`src/rtl/core/sdx_pkg.sv`:
```
// ----------------------------------------------------------------------------
// sdx_pkg
// Shared types, constants and letter classing for the Soundex word encoder.
// ----------------------------------------------------------------------------
package sdx_pkg;

  // Code length: leading letter plus digits.
  localparam int CodeLength = 4;
  localparam int NumDigits  = 3;
  localparam int DigitLimitInt =
    (CodeLength - 1 > NumDigits) ? NumDigits :
    ((CodeLength - 1 < 0) ? 0 : CodeLength - 1);
  localparam logic [1:0] DIGIT_LIMIT = 2'(DigitLimitInt);

  localparam int CharW  = 8;
  localparam int DigitW = 3;
  localparam int InDataW  = 8;   // character, already whole bytes
  localparam int OutDataW = 24;  // 8 + 3*3 = 17 bits, padded to 3 bytes

  typedef logic [DigitW-1:0] digit_t;

  // One input item as it travels from the input stage to the encoder.
  typedef struct packed {
    logic [CharW-1:0] character;
    logic             word_end;
  } sdx_item_t;

  // One finished code.
  typedef struct packed {
    digit_t           digit_three;
    digit_t           digit_two;
    digit_t           digit_one;
    logic [CharW-1:0] first_letter;
  } sdx_code_t;

  // Consonant class; 0 for vowels, h w y, uppercase and all other bytes.
  function automatic digit_t class_code(input logic [CharW-1:0] c);
    digit_t code;
    unique case (c)
      "b", "p", "v", "f":                     code = 3'd1;
      "c", "g", "j", "k", "q", "s", "x", "z": code = 3'd2;
      "d", "t":                               code = 3'd3;
      "l":                                    code = 3'd4;
      "m", "n":                               code = 3'd5;
      "r":                                    code = 3'd6;
      default:                                code = 3'd0;
    endcase
    return code;
  endfunction

  function automatic logic is_vowel(input logic [CharW-1:0] c);
    return (c == "a") || (c == "e") || (c == "i") || (c == "o") || (c == "u");
  endfunction

  // A-Z folded to lowercase; everything else unchanged.
  function automatic logic [CharW-1:0] fold_lower(input logic [CharW-1:0] c);
    logic [CharW-1:0] r;
    r = c;
    if (c >= "A" && c <= "Z") begin
      r = c | 8'h20;
    end
    return r;
  endfunction

endpackage

```
`src/rtl/core/sdx_input_stage.sv`:
```
// ----------------------------------------------------------------------------
// sdx_input_stage
// Input register: holds one accepted character until the encoder takes it.
// ----------------------------------------------------------------------------
module sdx_input_stage (
  input  logic               clk_i,
  input  logic               rst_ni,
  input  logic               in_valid_i,
  output logic               in_ready_o,
  input  sdx_pkg::sdx_item_t in_item_i,
  output logic               item_valid_o,
  input  logic               item_take_i,
  output sdx_pkg::sdx_item_t item_o
);
  import sdx_pkg::*;

  logic      valid_q, valid_d;
  sdx_item_t item_q;

  assign in_ready_o = !valid_q || item_take_i;

  always_comb begin
    valid_d = valid_q;
    if (in_ready_o) begin
      valid_d = in_valid_i;
    end
  end

  always_ff @(posedge clk_i or negedge rst_ni) begin
    if (!rst_ni) begin
      valid_q <= 1'b0;
    end else begin
      valid_q <= valid_d;
    end
  end

  always_ff @(posedge clk_i) begin
    if (in_valid_i && in_ready_o) begin
      item_q <= in_item_i;
    end
  end

  assign item_valid_o = valid_q;
  assign item_o       = item_q;

endmodule

```
`src/rtl/core/sdx_encode.sv`:
```
// ----------------------------------------------------------------------------
// sdx_encode
// Word state and the per-character Soundex update; forms the code on word end.
// ----------------------------------------------------------------------------
module sdx_encode (
  input  logic               clk_i,
  input  logic               rst_ni,
  input  logic               step_i,
  input  sdx_pkg::sdx_item_t item_i,
  output sdx_pkg::sdx_code_t code_o
);
  import sdx_pkg::*;

  logic             started_q, started_d;
  logic [CharW-1:0] first_q, first_d;
  logic [1:0]       taken_q, taken_d;
  digit_t           digits_q [NumDigits];
  digit_t           digits_d [NumDigits];
  digit_t           prev_q, prev_d;
  logic             vowel_q, vowel_d;

  digit_t           code;

  assign code = class_code(item_i.character);

  always_comb begin
    started_d = started_q;
    first_d   = first_q;
    taken_d   = taken_q;
    prev_d    = prev_q;
    vowel_d   = vowel_q;
    for (int i = 0; i < NumDigits; i++) begin
      digits_d[i] = digits_q[i];
    end

    if (!started_q) begin
      started_d = 1'b1;
      first_d   = item_i.character;
      taken_d   = 2'd0;
      prev_d    = class_code(fold_lower(item_i.character));
      vowel_d   = 1'b0;
      for (int i = 0; i < NumDigits; i++) begin
        digits_d[i] = '0;
      end
    end else if (taken_q < DIGIT_LIMIT) begin
      if (code != '0) begin
        // a vowel in between lets a repeated class through
        if (code != prev_q || vowel_q) begin
          for (int i = 0; i < NumDigits; i++) begin
            if (taken_q == 2'(i)) begin
              digits_d[i] = code;
            end
          end
          taken_d = taken_q + 2'd1;
        end
        prev_d  = code;
        vowel_d = 1'b0;
      end else if (is_vowel(item_i.character)) begin
        vowel_d = 1'b1;
      end
    end
  end

  // code formed from the state after this character
  always_comb begin
    code_o.first_letter = first_d;
    code_o.digit_one    = digits_d[0];
    code_o.digit_two    = digits_d[1];
    code_o.digit_three  = digits_d[2];
  end

  always_ff @(posedge clk_i or negedge rst_ni) begin
    if (!rst_ni) begin
      started_q <= 1'b0;
      first_q   <= '0;
      taken_q   <= '0;
      prev_q    <= '0;
      vowel_q   <= 1'b0;
      for (int i = 0; i < NumDigits; i++) begin
        digits_q[i] <= '0;
      end
    end else if (step_i) begin
      if (item_i.word_end) begin
        started_q <= 1'b0;
        first_q   <= '0;
        taken_q   <= '0;
        prev_q    <= '0;
        vowel_q   <= 1'b0;
        for (int i = 0; i < NumDigits; i++) begin
          digits_q[i] <= '0;
        end
      end else begin
        started_q <= started_d;
        first_q   <= first_d;
        taken_q   <= taken_d;
        prev_q    <= prev_d;
        vowel_q   <= vowel_d;
        for (int i = 0; i < NumDigits; i++) begin
          digits_q[i] <= digits_d[i];
        end
      end
    end
  end

endmodule

```
`src/rtl/core/sdx_output_stage.sv`:
```
// ----------------------------------------------------------------------------
// sdx_output_stage
// Result register: holds one finished code until the sink takes it.
// ----------------------------------------------------------------------------
module sdx_output_stage (
  input  logic               clk_i,
  input  logic               rst_ni,
  input  logic               load_i,
  input  sdx_pkg::sdx_code_t code_i,
  output logic               free_o,
  output logic               out_valid_o,
  input  logic               out_ready_i,
  output sdx_pkg::sdx_code_t code_o
);
  import sdx_pkg::*;

  logic      valid_q, valid_d;
  sdx_code_t code_q;

  assign free_o = !valid_q || out_ready_i;

  always_comb begin
    valid_d = valid_q;
    if (free_o) begin
      valid_d = load_i;
    end
  end

  always_ff @(posedge clk_i or negedge rst_ni) begin
    if (!rst_ni) begin
      valid_q <= 1'b0;
    end else begin
      valid_q <= valid_d;
    end
  end

  always_ff @(posedge clk_i) begin
    if (load_i && free_o) begin
      code_q <= code_i;
    end
  end

  assign out_valid_o = valid_q;
  assign code_o      = code_q;

endmodule

```
`src/rtl/core/soundex_word_encoder_top.sv`:
```
// ----------------------------------------------------------------------------
// soundex_word_encoder_top
// Streams a word one character per item and emits its four-place Soundex code.
// ----------------------------------------------------------------------------
// Channel   Dir  Bus group   Content
// s_axis    in   tdata/tlast character, tlast marks the last character
// m_axis    out  tdata       first letter and three class digits
//
// One character per cycle unless a last character waits on a full result
// register. The input register takes the last character; the result register
// then loads the class lookup and state update and raises m_axis_tvalid_o.
// Reset clears the word state and both valid flags; no clearing pass.
// A stalled sink holds only the last-character item; other characters
// keep flowing while a finished code waits.
// ----------------------------------------------------------------------------
module soundex_word_encoder_top (
  input  logic                           clk_i,
  input  logic                           rst_ni,
  input  logic                           s_axis_tvalid_i,
  output logic                           s_axis_tready_o,
  input  logic [sdx_pkg::InDataW-1:0]    s_axis_tdata_i,   // [7:0] character
  input  logic                           s_axis_tlast_i,   // word_end
  output logic                           m_axis_tvalid_o,
  input  logic                           m_axis_tready_i,
  // [7:0] first_letter, [10:8] digit_one, [13:11] digit_two,
  // [16:14] digit_three, [23:17] zero
  output logic [sdx_pkg::OutDataW-1:0]   m_axis_tdata_o
);
  import sdx_pkg::*;

  sdx_item_t in_item, item;
  sdx_code_t code_next, code_out;
  logic      item_valid, item_take, out_free;

  assign in_item.character = s_axis_tdata_i[CharW-1:0];
  assign in_item.word_end  = s_axis_tlast_i;

  sdx_input_stage u_in (
    .clk_i        (clk_i),
    .rst_ni       (rst_ni),
    .in_valid_i   (s_axis_tvalid_i),
    .in_ready_o   (s_axis_tready_o),
    .in_item_i    (in_item),
    .item_valid_o (item_valid),
    .item_take_i  (item_take),
    .item_o       (item)
  );

  // a last character waits only for room in the result register
  assign item_take = item_valid && (!item.word_end || out_free);

  sdx_encode u_enc (
    .clk_i  (clk_i),
    .rst_ni (rst_ni),
    .step_i (item_take),
    .item_i (item),
    .code_o (code_next)
  );

  sdx_output_stage u_out (
    .clk_i       (clk_i),
    .rst_ni      (rst_ni),
    .load_i      (item_take && item.word_end),
    .code_i      (code_next),
    .free_o      (out_free),
    .out_valid_o (m_axis_tvalid_o),
    .out_ready_i (m_axis_tready_i),
    .code_o      (code_out)
  );

  assign m_axis_tdata_o = {{(OutDataW - CharW - 3*DigitW){1'b0}},
                           code_out.digit_three, code_out.digit_two,
                           code_out.digit_one, code_out.first_letter};

endmodule

```
`config.mk`:
```
export PLATFORM = sky130hd
export DESIGN_NAME = soundex_word_encoder_top
export DESIGN_NICKNAME = d
export VERILOG_FILES = /design/src/rtl/core/sdx_pkg.sv /design/src/rtl/core/sdx_input_stage.sv /design/src/rtl/core/sdx_encode.sv /design/src/rtl/core/sdx_output_stage.sv /design/src/rtl/core/soundex_word_encoder_top.sv
export SDC_FILE = /design/constraint.sdc
export NUM_CORES = 1
export LEC_CHECK = 0
export BUFFER_PORTS_ARGS = -buffer_cell sky130_fd_sc_hd__buf_2
export CORE_ASPECT_RATIO = 1.1
export CORE_MARGIN = 1
export CORE_UTILIZATION = 57
export CTS_CLUSTER_DIAMETER = 200
export DETAILED_ROUTE_END_ITERATION = 8
export PLACE_DENSITY = 0.83
export REMOVE_ABC_BUFFERS = 1
export SLEW_MARGIN = 0
export SYNTH_ARGS = -nofsm -noshare
export SYNTH_HDL_FRONTEND = slang
export SYNTH_SLANG_ARGS = --single-unit
```
`constraint.sdc`:
```
create_clock -name clk_i -period 3 [get_ports clk_i]
set_input_delay 0.6 -clock clk_i [delete_from_list [all_inputs] [get_ports clk_i]]
set_output_delay 0.6 -clock clk_i [all_outputs]
set_load 0.005 [all_outputs]
```
# After elaboration in Yosys (flattened, before gate mapping)
# Index checks and enable logic that the tools add are counted.
# Widths: inputs -> output; s select.
[word_totals]
out_inout_bits = 26
wordCells = 126
regBits = 52
inputBits = 13
[classes]
eq_ne = 48
n_reduce_logical = 29
n_addsub = 1
order_cmp = 3
n_mux = 29
[ops]
columns = ["operator", "count"]
rows = [
  ["$eq 8x7->1 const B", 41],
  ["$mux 9", 5],
  ["$pmux 3 s6", 2],
  ["$mux 8", 3],
  ["$mux 3", 7],
  ["$reduce_or 8->1", 2],
  ["$mux 2", 5],
  ["$ne 3x3->1 const B", 3],
  ["$ge 8x7->1 const B", 1],
  ["$le 8x7->1 const B", 1],
  ["$logic_or 1x1->1", 8],
  ["$reduce_or 2->1", 4],
  ["$reduce_or 4->1", 2],
  ["$mux 1", 6],
  ["$mux 6", 1],
  ["$reduce_and 3->1", 2],
  ["$logic_and 1x1->1", 5],
  ["$ne 4x4->1 const B", 1],
  ["$reduce_and 4->1", 1],
  ["$logic_not 1->1", 3],
  ["$ne 3x3->1", 1],
  ["$reduce_bool 3->1", 1],
  ["$add 2x1->2 const B", 1],
  ["$eq 2x1->1 const B", 1],
  ["other kinds (3)", 3],
]

# Logic depth before layout (Yosys ltp)
[logic_depth]
ltp_word = 10
ltp_mapped = 8
ltp_nobuf = 7

# By module
# A second synthesis with hierarchy kept.
[unflattened]
cells_unflattened = 238
hier_area_um2 = 2827.7
[by_module_without_submodules]
columns = ["module", "cells_per_inst", "area_each_um2", "instances", "seq_area_each_um2"]
rows = [
  ["sdx_encode", 193, 1864.3, 1, 600.6],
  ["sdx_output_stage", 21, 564.3, 1, 535.5],
  ["sdx_input_stage", 13, 324.1, 1, 295.3],
  ["soundex_word_encoder_top", 11, 75.1, 1, 0.0],
]

# Least setup slack after synthesis
# OpenSTA, ideal clock, no wires.
[synth_path]
path_kind = "reg2reg"
startpoint = "register u_in.item_q, in the netlist u_in.item_o[4]"
endpoint = "register u_out.code_q, in the netlist u_out.code_o[10] (data pin)"
period_less_slack_ns = 2.203
path_buffers = 1
stages_incl_launch_ff = 9
t_arrival_ns = 1.935
slack_ns = 0.797
setup_ns = 0.268
t_required_ns = 2.732
cell_sequence = "edfxtp_1 > buf_6 > and2b_4 > o311ai_1 > a311oi_2 > nor2_2 > a32oi_4 > nand3_1 > o21ai_0"
[synth_lines]
columns = ["item", "line_no", "source"]
rows = [
  ["start: declaration", "sdx_input_stage.sv:18", "sdx_item_t item_q;"],
  ["start signal: assignment", "sdx_input_stage.sv:39", "item_q <= in_item_i;"],
  ["end signal: assignment", "sdx_output_stage.sv:39", "code_q <= code_i;"],
  ["end: declaration", "sdx_output_stage.sv:18", "sdx_code_t code_q;"],
]

==> metrics.txt <==
DR pass1 iterations=4; worst-path fanout max=14; final WL=5340 um; setup violators final=0; worst slew pin tran=0.668 ns; CTS sink cnt=52; total vias in the final route=2038; first-pass GRT wire length=8710 um; Avg Synthesized Cell Area=10.6 sq um; Max-cap violations=0; post-detailed-route DRC marker count=0; crit-path leading delay family=simple AND/OR/NAND/NOR gates; H-tree levels=2; Final Skew=0.0133 ns; register area share after synthesis=51.5%; CTS buffer count=5; post-synthesis cell type count=55; Hold Buf Count CTS=0; DIE HEIGHT=75.2 um; initial antenna violation count=0; Async SR Flop Fraction=50.0%; wire per inst=15.4 um; Placer Congestion=0.926; Worst Path Arrival=2.64 ns; status=finished clean; CTS root buf=clkbuf_8; synth warn=0; synthesized area=2780 sq um; fin crit period=2.58 ns; I/O pin count=39; gr usage total=23.0%; maximum root-to-sink buffer count=2; Row Count=26; Peak VDD IR=396 uV; Ant. Diodes=0; area growth from synthesis to layout=8.82%; later-pin clock latency in the skew report=0.31 ns; commonest non-fill, non-tap cell in the layout=buf_2; register bit total from synthesis=52; RSZ-0062 raised after global routing=false; worst hold slack=0.289 ns; initial drt markers=151; largest net degree at the start of global routing=27; core region area=4650 sq um; # fillers=366; crit path capture type=flip-flop; total power=1.45 mW; setup bufs post-CTS=0; Mapped Cells=263; setup TNS=0 ns; most frequent cells in the layout=buf_2, nand2_1, dfrtp_1, edfxtp_1, nand3_1; DP Area=2930 sq um; Leakage Power=1.21 nW; Die X=68.6 um; Port Buffer Count=31; CP peak stage delay=0.61 ns; fmax=387 MHz; Reg clk slew, reported paths=0.10 ns; CTS tree=done; Die Area=5160 sq um; PwrDens=481 nW/um^2; Detailed Place HPWL=3980 um; Post-synth top flop=edfxtp_1; Final Hold Viols=0; startpoint types=flip-flop; design area=3020 sq um; slowest stage cell on the critical path=edfxtp_1; vias in the first global route=1895; CP Class=flip-flop to flip-flop; gr ovfl total=0; Post-CTS Resized=0; Routed Antenna Nets=0; Initial Util=59.7%; Slew Limit Fails=0; number of flops mapped to enable cells by yosys=26; worst path bufs/invs=0; CP required=3.05 ns; Final nets=307; vias per inst=5.87; Tcrit/Tclk final=86.1%; layout cells sized above 1=21.3%; Slew headroom=55.4%; worst hold path class=primary input to asynchronous set/reset pin; CP Cell Sequence=nor4b_2 > a32oi_2 > nor4_1 > a31oi_4 > a31oi_2 > o21ai_0
[Yosys cell counts, types with 2 or more instances]
cell type | count | area, sq um
a32oi_4 | 2 | 55.1
nor2_1 | 13 | 48.8
o2bb2ai_1 | 3 | 26.3
mux2_2 | 6 | 67.6
buf_4 | 7 | 52.6
o21a_1 | 2 | 15.0
or2_1 | 2 | 12.5
o211ai_1 | 3 | 22.5
nor4_1 | 2 | 12.5
dfrtp_1 | 26 | 651
nor3_1 | 7 | 35.0
xor2_1 | 2 | 17.5
o22ai_1 | 5 | 31.3
nand2_1 | 30 | 113
clkbuf_1 | 6 | 22.5
a21oi_1 | 4 | 20.0
o21ai_0 | 17 | 85.1
nor2b_1 | 4 | 25.0
nand4_1 | 3 | 18.8
nand2b_1 | 5 | 31.3
nand3b_1 | 13 | 97.6
buf_6 | 2 | 22.5
buf_2 | 3 | 15.0
inv_1 | 14 | 52.6
a21oi_2 | 3 | 26.3
edfxtp_1 | 26 | 781
nand3_1 | 20 | 100
and2_1 | 3 | 18.8
ha_1 | 4 | 50.1
[layout make-up]
cell class / count / area, sq um / area share [%]
Multi-Input combinational cell: 182 / 1190 / 39.3
Sequential cell: 52 / 1430 / 47.3
Clock inverter: 2 / 13.8 / 0.455
Timing Repair Buffer: 34 / 178 / 5.88
Inverter: 15 / 58.8 / 1.94
Clock buffer: 6 / 82.6 / 2.73
Tap cell: 56 / 70.1 / 2.32
[report_power, final]
group	internal, mW	switching, mW
Combinational	0.0778	0.122
Sequential	0.799	0.0350
Clock	0.189	0.231
[registers in the layout, summed over array words and instances (netlist names)]
name / flops
u_enc.vowel_q: 1
u_in.item_o: 9
u_enc.first_q: 8
u_enc.prev_q: 3
u_enc.started_q: 1
u_enc.taken_q: 2
u_out.out_valid_o: 1
u_in.item_valid_o: 1
u_enc.digits_q: 9
u_out.code_o: 17
[path summary, 6_finish.rpt]
check / from / to / slack, ns / cells past startpoint
max in group asynchronous: rst_ni / u_enc.first_q[5] / 2.30 / 1
worst max-delay path: u_in.item_o[1] / u_out.code_o[12] / 0.42 / 6
worst max register to register: u_in.item_o[1] / u_out.code_o[12] / 0.42 / 6
worst min register to register: u_enc.first_q[0] / u_enc.first_q[0] / 0.48 / 2
min in group clk_i: s_axis_tdata_i[0] / u_in.item_o[1] / 0.46 / 1
worst min-delay path: rst_ni / u_enc.prev_q[1] / 0.29 / 1
[kinds of logic (layout without fill, tap and decap cells)]
family	count (synthesis)	in the layout	synth area share, %
AOI/OAI and AO/OA	52	52	15.4
xor gates and xnor gates	2	2	0.630
adders and majority gates	4	4	1.80
buffers and inverters	35	57	6.48
DFF	52	52	51.5
muxes	7	7	2.79
other	1	7	0.135
and+or+nand+nor	110	110	21.3
[layer usage]
metal	track usage [%]	wire, um	share of wire, %	vias up
met5	0	0	0	-
met4	8.80	72	1.3	0
met3	4.55	287	5.4	7
met2	37.8	2680	50	73
met1	29.9	2290	43	967
li1	-	-	-	991
[per-stage QoR]
stage	util [%]	std cells	setup slack (ns)
after floorplan	-	249	0.727
final	65.0	347	0.416
after global routing	65.0	347	0.175
after detailed placement	62.9	339	0.435
after CTS	65.0	347	0.419
after global placement	62.9	339	0.523
Power figures use the tool's default switching activity.
